[src/rtl/hpbp_pkg.sv]
package hpbp_pkg;

  localparam int HISTORY_LEN_DEF     = 143;
  localparam int WEIGHT_BITS_DEF     = 8;
  localparam int NUM_TABLES_DEF      = 128;
  localparam int CHOOSER_ENTRIES_DEF = 4096;

  // widest possible dot product: (256 + 1) * 2^11 fits in 24 signed bits
  localparam int ACC_W    = 24;
  localparam int SUM_W    = 16;
  localparam int THR_W    = 10;
  localparam int ADDR_W   = 64;
  localparam int THR_RST  = 289;

  localparam logic FUNC_PREDICT = 1'b0;
  localparam logic FUNC_RESOLVE = 1'b1;

  typedef struct packed {
    logic              func;
    logic [ADDR_W-1:0] branch_address;
    logic              tage_guess;
    logic              taken;
  } item_t;

  typedef struct packed {
    logic pop;
    logic clearing;
  } q_ctrl_t;

endpackage

[src/rtl/hpbp_front.sv]
module hpbp_front (
  input  logic                clk,
  input  logic                rst,
  input  logic                in_valid,
  output logic                in_ready,
  input  hpbp_pkg::item_t     in_item,
  output logic                head_valid,
  output hpbp_pkg::item_t     head_item,
  input  hpbp_pkg::q_ctrl_t   ctrl
);

  hpbp_pkg::item_t q [2];
  logic       wr_ptr;
  logic       rd_ptr;
  logic [1:0] count;
  logic       push;
  logic       pop;

  // hold off new items while the queue is full or the back end sweeps its tables
  assign in_ready   = (count != 2'd2) && !ctrl.clearing;
  assign push       = in_valid && in_ready;
  assign pop        = ctrl.pop && (count != 2'd0);
  assign head_valid = (count != 2'd0);
  assign head_item  = q[rd_ptr];

  always_ff @(posedge clk) begin
    if (push) begin
      q[wr_ptr] <= in_item;
    end
  end

  always_ff @(posedge clk) begin
    if (rst) begin
      wr_ptr <= 1'b0;
      rd_ptr <= 1'b0;
      count  <= 2'd0;
    end else begin
      if (push) wr_ptr <= ~wr_ptr;
      if (pop)  rd_ptr <= ~rd_ptr;
      unique case ({push, pop})
        2'b10:   count <= count + 2'd1;
        2'b01:   count <= count - 2'd1;
        default: count <= count;
      endcase
    end
  end

endmodule

[config.mk]
export PLATFORM = sky130hd
export DESIGN_NAME = hpbp_front
export DESIGN_NICKNAME = d
export VERILOG_FILES = /design/src/rtl/hpbp_pkg.sv /design/src/rtl/hpbp_front.sv
export SDC_FILE = /design/constraint.sdc
export NUM_CORES = 1
export LEC_CHECK = 0
export BUFFER_PORTS_ARGS = -buffer_cell sky130_fd_sc_hd__buf_2
export CORE_AREA = 2 2 127 129
export DETAILED_ROUTE_END_ITERATION = 10
export DIE_AREA = 0 0 129 131
export MAX_ROUTING_LAYER = met4
export PLACE_DENSITY = 0.51
export REMOVE_ABC_BUFFERS = 1
export SYNTH_ARGS = -nofsm -noshare
export SYNTH_HDL_FRONTEND = slang
export SYNTH_SLANG_ARGS = --single-unit
[constraint.sdc]
create_clock -name clk -period 4.1 [get_ports clk]
set_clock_uncertainty 0.15 [all_clocks]
set_input_delay 0.205 -clock clk [delete_from_list [all_inputs] [get_ports clk]]
set_output_delay 0.205 -clock clk [all_outputs]
set_load 0.01 [all_outputs]
* Word level (Yosys, flattened, before mapping)
Memories as Yosys holds them, arrays and structs flattened. A register that Yosys moved wholly into a read port is not among the register bits. Index checks and enable logic that the tools add are counted. W data, S select, Z words.
Storage, ports and cells: logic and storage cells 22, bits in writable memories 134, bits of input ports 72, output and inout port bits 69, register bits after elaboration 4, memories kept 1
Memory list:
- q | depth 2, bits a word 67, read ports 1, clocked after memory_dff 1, wr ports 1, RTL line hpbp_front.sv:12 | hpbp_pkg::item_t q [2];
Cells by class: add/subtract/negate cells 2, mux-type cells 5, bitwise operators 2, reductions and logical operators 6, eq/ne operators 3
Operators by type and width (number):
- $mux W1 | 4
- $pmux W2 S2 | 1
- $reduce_bool A2 Y1 | 2
- $logic_and A1 B1 Y1 | 3
- $add A2 B1 Y2 const B | 1
- $eq A2 B1 Y1 const B | 1
- $eq A2 B2 Y1 const B | 1
- $ne A2 B2 Y1 const B | 1
- $not A1 Y1 | 2
- $sub A2 B1 Y2 const B | 1
- $logic_not A1 Y1 | 1

* Longest topological paths before layout
depth after elaboration 5, gate-level depth with buffers 7, depth with buffers taken out 7

* Least setup slack after synthesis
OpenSTA, ideal clock, no wires.
path type reg-to-reg, from register count[0], to memory q[1][0] (netlist name) (enable), library setup time 0.433 ns, required time 3.517 ns, buffers on the path 0, clock period less this slack 2.944 ns, data arrival time 2.361 ns, path slack 1.156 ns, stages on the path, launching flop included 4, cell sequence dfxtp_1 nor2b_1 nor2_1 and3_1
Between the ends: longest elaborated chain between the ends 5
RTL lines:
- start: declaration | RTL line hpbp_front.sv:15 | logic [1:0] count;
- start signal: assignment | RTL line hpbp_front.sv:41 | 2'b10: count <= count + 2'd1;
- start signal: assignment | RTL line hpbp_front.sv:42 | 2'b01: count <= count - 2'd1;
- start signal: assignment | RTL line hpbp_front.sv:43 | default: count <= count;
- $ne A2 B2 Y1 | RTL line hpbp_front.sv:20 | assign in_ready = (count != 2'd2) && !ctrl.clearing;
- $logic_and A1 B1 Y1 | RTL line hpbp_front.sv:20
- via in_ready | RTL line hpbp_front.sv:5 | output logic in_ready,
- $logic_and A1 B1 Y1 | RTL line hpbp_front.sv:21 | assign push = in_valid && in_ready;
- $mux W1 | RTL line hpbp_front.sv:27 | if (push) begin
- $mux W1 (not written as such) | RTL line hpbp_front.sv:28 | q[wr_ptr] <= in_item;
- end: declaration | RTL line hpbp_front.sv:12
The timed path passes the listed nets, and every way through them passes these cells.

==> impl_metrics.yaml <==
route:
  finalWirelength_um: 9780
  routedWlPerCell_um: 14.3
  postRouteAntennaNets: 0
  drt_iter0_markers: 128
  vias: 2861
  drt_first_pass_iters: 4
  route.detailed.vias_per_inst: 4.18
  number_of_drc_violations_after_detailed_routing: 0
clock_tree:
  cts_root_buf: "sky130_fd_sc_hd__clkbuf_16"
  cts_made_buffers: 17
  clock_sinks: 139
  clk-insertion-delay-late_ps: 410
  tritoncts_clock_tree: "built"
  clk_path_buf_depth: 2
  path_clk_slew_ps: 60
  h-tree-depth: 4
worst_setup_path:
  critPathMaxFanout: 67
  worst_ep_required_time_ps: 3740
  critPathBufInv: 1
  cpPeakStageDelay_ps: 950
  crit_path_cell_trace: "mux2_2, buf_2"
  worstSetupEndpointType: "output pin"
  worst-setup-path-type: "flop to output pin"
  sort_of_element_at_the_start_of_the_critical_path: "flop"
  cp_data_arrival_time_ps: 1990
  critPathTopFamily: "flip-flops"
  critical-path-slowest-cell: "sky130_fd_sc_hd__dfxtp_4"
sta:
  final.period_utilization: 0.572
  setup_tns_after_final_layout_ps: 0
  setup_violations: 0
  worst_slew_pin_slew_ps: 930
  timing_max_transition_violations_final: 0
  grt_setup_unrepaired: "false"
  timing.final.crit_period_ps: 2350
  timing.slew.headroom: 0.380
  maxClockFrequency_ghz: 0.426
  finalHoldViolations: 0
power:
  post-layout-total-power_mw: 3.87
  static-leakage-power_nw: 2.68
  power_switching_share: 0.249
  p_clk_frac: 0.348
  switchingPower_mw: 0.964
  power_density_nw_per_um2: 536
  power_frac_comb: 0.189
  seq_power_share: 0.463
  intPower_mw: 2.91
  vdd_drop_max_mv: 0.258
min_path:
  worstHoldPathType: "input pin to flop"
global_route:
  largest_net_degree_at_the_start_of_global_routing: 68
  global_route.usage.total: 0.122
  met2_routing_resource_usage_after_global_routing: 0.184
  grtUsageMet1: 0.143
  top_usage_layer: "met2"
  grt_pass1_vias: 2999
  grt_first_pass_wirelength_um: 14700
  initial_antenna_violation_count: 0
  use_met3: 0.0468
  overflow: 0
yosys:
  yosys-top-cells-area: "sky130_fd_sc_hd__edfxtp_1 80%, sky130_fd_sc_hd__mux2_2 15%, sky130_fd_sc_hd__dfxtp_1 2.0%, sky130_fd_sc_hd__buf_4 0.45%, sky130_fd_sc_hd__buf_2 0.40%"
  yosysWarningCount: 0
  synth_top_area_cell: "sky130_fd_sc_hd__edfxtp_1"
  yosysTopAreaCellShare: 0.797
  synth-main-ff-cell: "sky130_fd_sc_hd__edfxtp_1"
  synth_cell_type_count: 19
  syn_inst_count: 234
  synth_enable_flop_cells: 134
  yosys-top-cells-count: "134 x sky130_fd_sc_hd__edfxtp_1, 67 x sky130_fd_sc_hd__mux2_2, 5 x sky130_fd_sc_hd__dfxtp_1, 4 x sky130_fd_sc_hd__buf_2, 4 x sky130_fd_sc_hd__nor2_1"
  synth.ff_latch_count: 139
  synthesis.area_per_instance_um2: 21.6
  total_standard_cell_area_after_synthesis_um2: 5050
  ys_async_sr_fraction: 0
  post-synth-top-count-cell: "sky130_fd_sc_hd__edfxtp_1"
  synth.yosys.seq_area_share: 0.817
cells_and_area:
  num-fill-cells: 1396
  areaGrowthSynthToFinish_pct: 43.1
  ff_latch_area_um2: 4130
  finish.net_count: 529
  fin_cells: 685
  diodes: 0
  area_of_combinational_cells_with_multiple_inputs_um2: 878
  post_route_cells_drive_above_1_share: 0.507
  postLayoutCoreUtil: 0.463
floorplanning:
  design.die.area_um2: 16900
  chipHeight_um: 131
  num_rows: 46
  core_um2: 15600
  floorplan.die.width_um: 129
  num_io_pins: 141
  initial_utilization: 0.324
run_status:
  run_status: "completed"
placement:
  portbufs: 140
  hpwl_after_dpl_um: 5910
  place.gp.congestion: 0.652
  dp.cells: 585
flow_run:
  maxCapViolCount: 0
## state kept, by name (all words and copies together), names as in the netlist, named ones only
name	count
count	2
rd_ptr	1
q	134
wr_ptr	1
## worst paths after layout
path              cells past startpoint             startpoint                   to  slack [ps]
setup / recovery                      2                   flop         head_item[3]        1750
hold / removal                        4                ctrl[1]  rd_ptr$_SDFFE_PP0P_          70
setup reg to reg                      4  count[0]$_SDFFE_PP0P_    q[0][0]$_DFFE_PP_        1810
hold reg to reg                       2    wr_ptr$_SDFFE_PP0P_  wr_ptr$_SDFFE_PP0P_         350
## cells in the final DEF, fill, tap and decap left out, types with 2 or more instances in the layout
cell,count
sky130_fd_sc_hd__buf_2,140
sky130_fd_sc_hd__o21ai_0,2
sky130_fd_sc_hd__clkbuf_16,17
sky130_fd_sc_hd__dlygate4sd3_1,68
sky130_fd_sc_hd__clkbuf_1,4
sky130_fd_sc_hd__mux2_2,67
sky130_fd_sc_hd__clkinv_2,6
sky130_fd_sc_hd__or3_1,2
sky130_fd_sc_hd__buf_12,2
sky130_fd_sc_hd__nor2_1,4
sky130_fd_sc_hd__edfxtp_1,134
sky130_fd_sc_hd__xnor2_1,2
sky130_fd_sc_hd__dfxtp_1,4
sky130_fd_sc_hd__clkinv_1,3
sky130_fd_sc_hd__a21oi_1,2
## metal layers
metal / vias to the layer above / part of all wire / routed length (um)
met4: 0 / 0.021 / 205
met2: 103 / 0.46 / 4480
li1: 1368 / - / -
met1: 1376 / 0.46 / 4470
met5: - / 0 / 0
met3: 14 / 0.065 / 632
## area by class of cell
class,count,share of cell area
Multi-Input combinational cell,87,0.122
Clock inverter,11,0.0109
Inverter,1,0.000520
Clock buffer,21,0.0610
Timing Repair Buffer,210,0.197
Sequential cell,139,0.572
Tap cell,216,0.0374
## power by group through the flow
stage	registers [mW]	logic [mW]	clock network [mW]
2_1_floorplan	1.78	0.431	0
3_3_place_gp	1.82	0.688	0
3_5_place_dp	1.83	0.692	0
4_1_cts	1.80	0.747	1.39
5_1_grt	1.81	0.792	1.45
6_report	1.79	0.731	1.35
## cell families after synthesis
family,Yosys count,share of synthesized area
compound gates,5,0.00545
xor+xnor,3,0.00521
fa+ha+maj,1,0.00248
buf+inv,8,0.00917
flops,139,0.817
mux,67,0.149
simple gates,11,0.0112
## stage by stage
stage | worst slack (ps) | instance area [um2] | hold slack, ps
floorplan | 1160 | 5000 | 124
global placement | 1840 | 6020 | 245
global route | 1640 | 7220 | 103
detailed placement | 1770 | 6020 | 247
CTS | 1680 | 7220 | 44.6
finish | 1750 | 7220 | 73.9
## repair_timing
item,in CTS,in global routing
buffers inserted,0,0
hold buffers,68,0
gates resized for setup,0,0
hold endpoints to repair,139,0
## worst reg2reg max path: stages (launching register included)
cell and delay [ps]:
sky130_fd_sc_hd__dfxtp_1 420, sky130_fd_sc_hd__nor2b_1 100, sky130_fd_sc_hd__or3_1 390, sky130_fd_sc_hd__inv_2 540, sky130_fd_sc_hd__buf_12 350
Note: power is estimated with default switching activity, not from simulation.
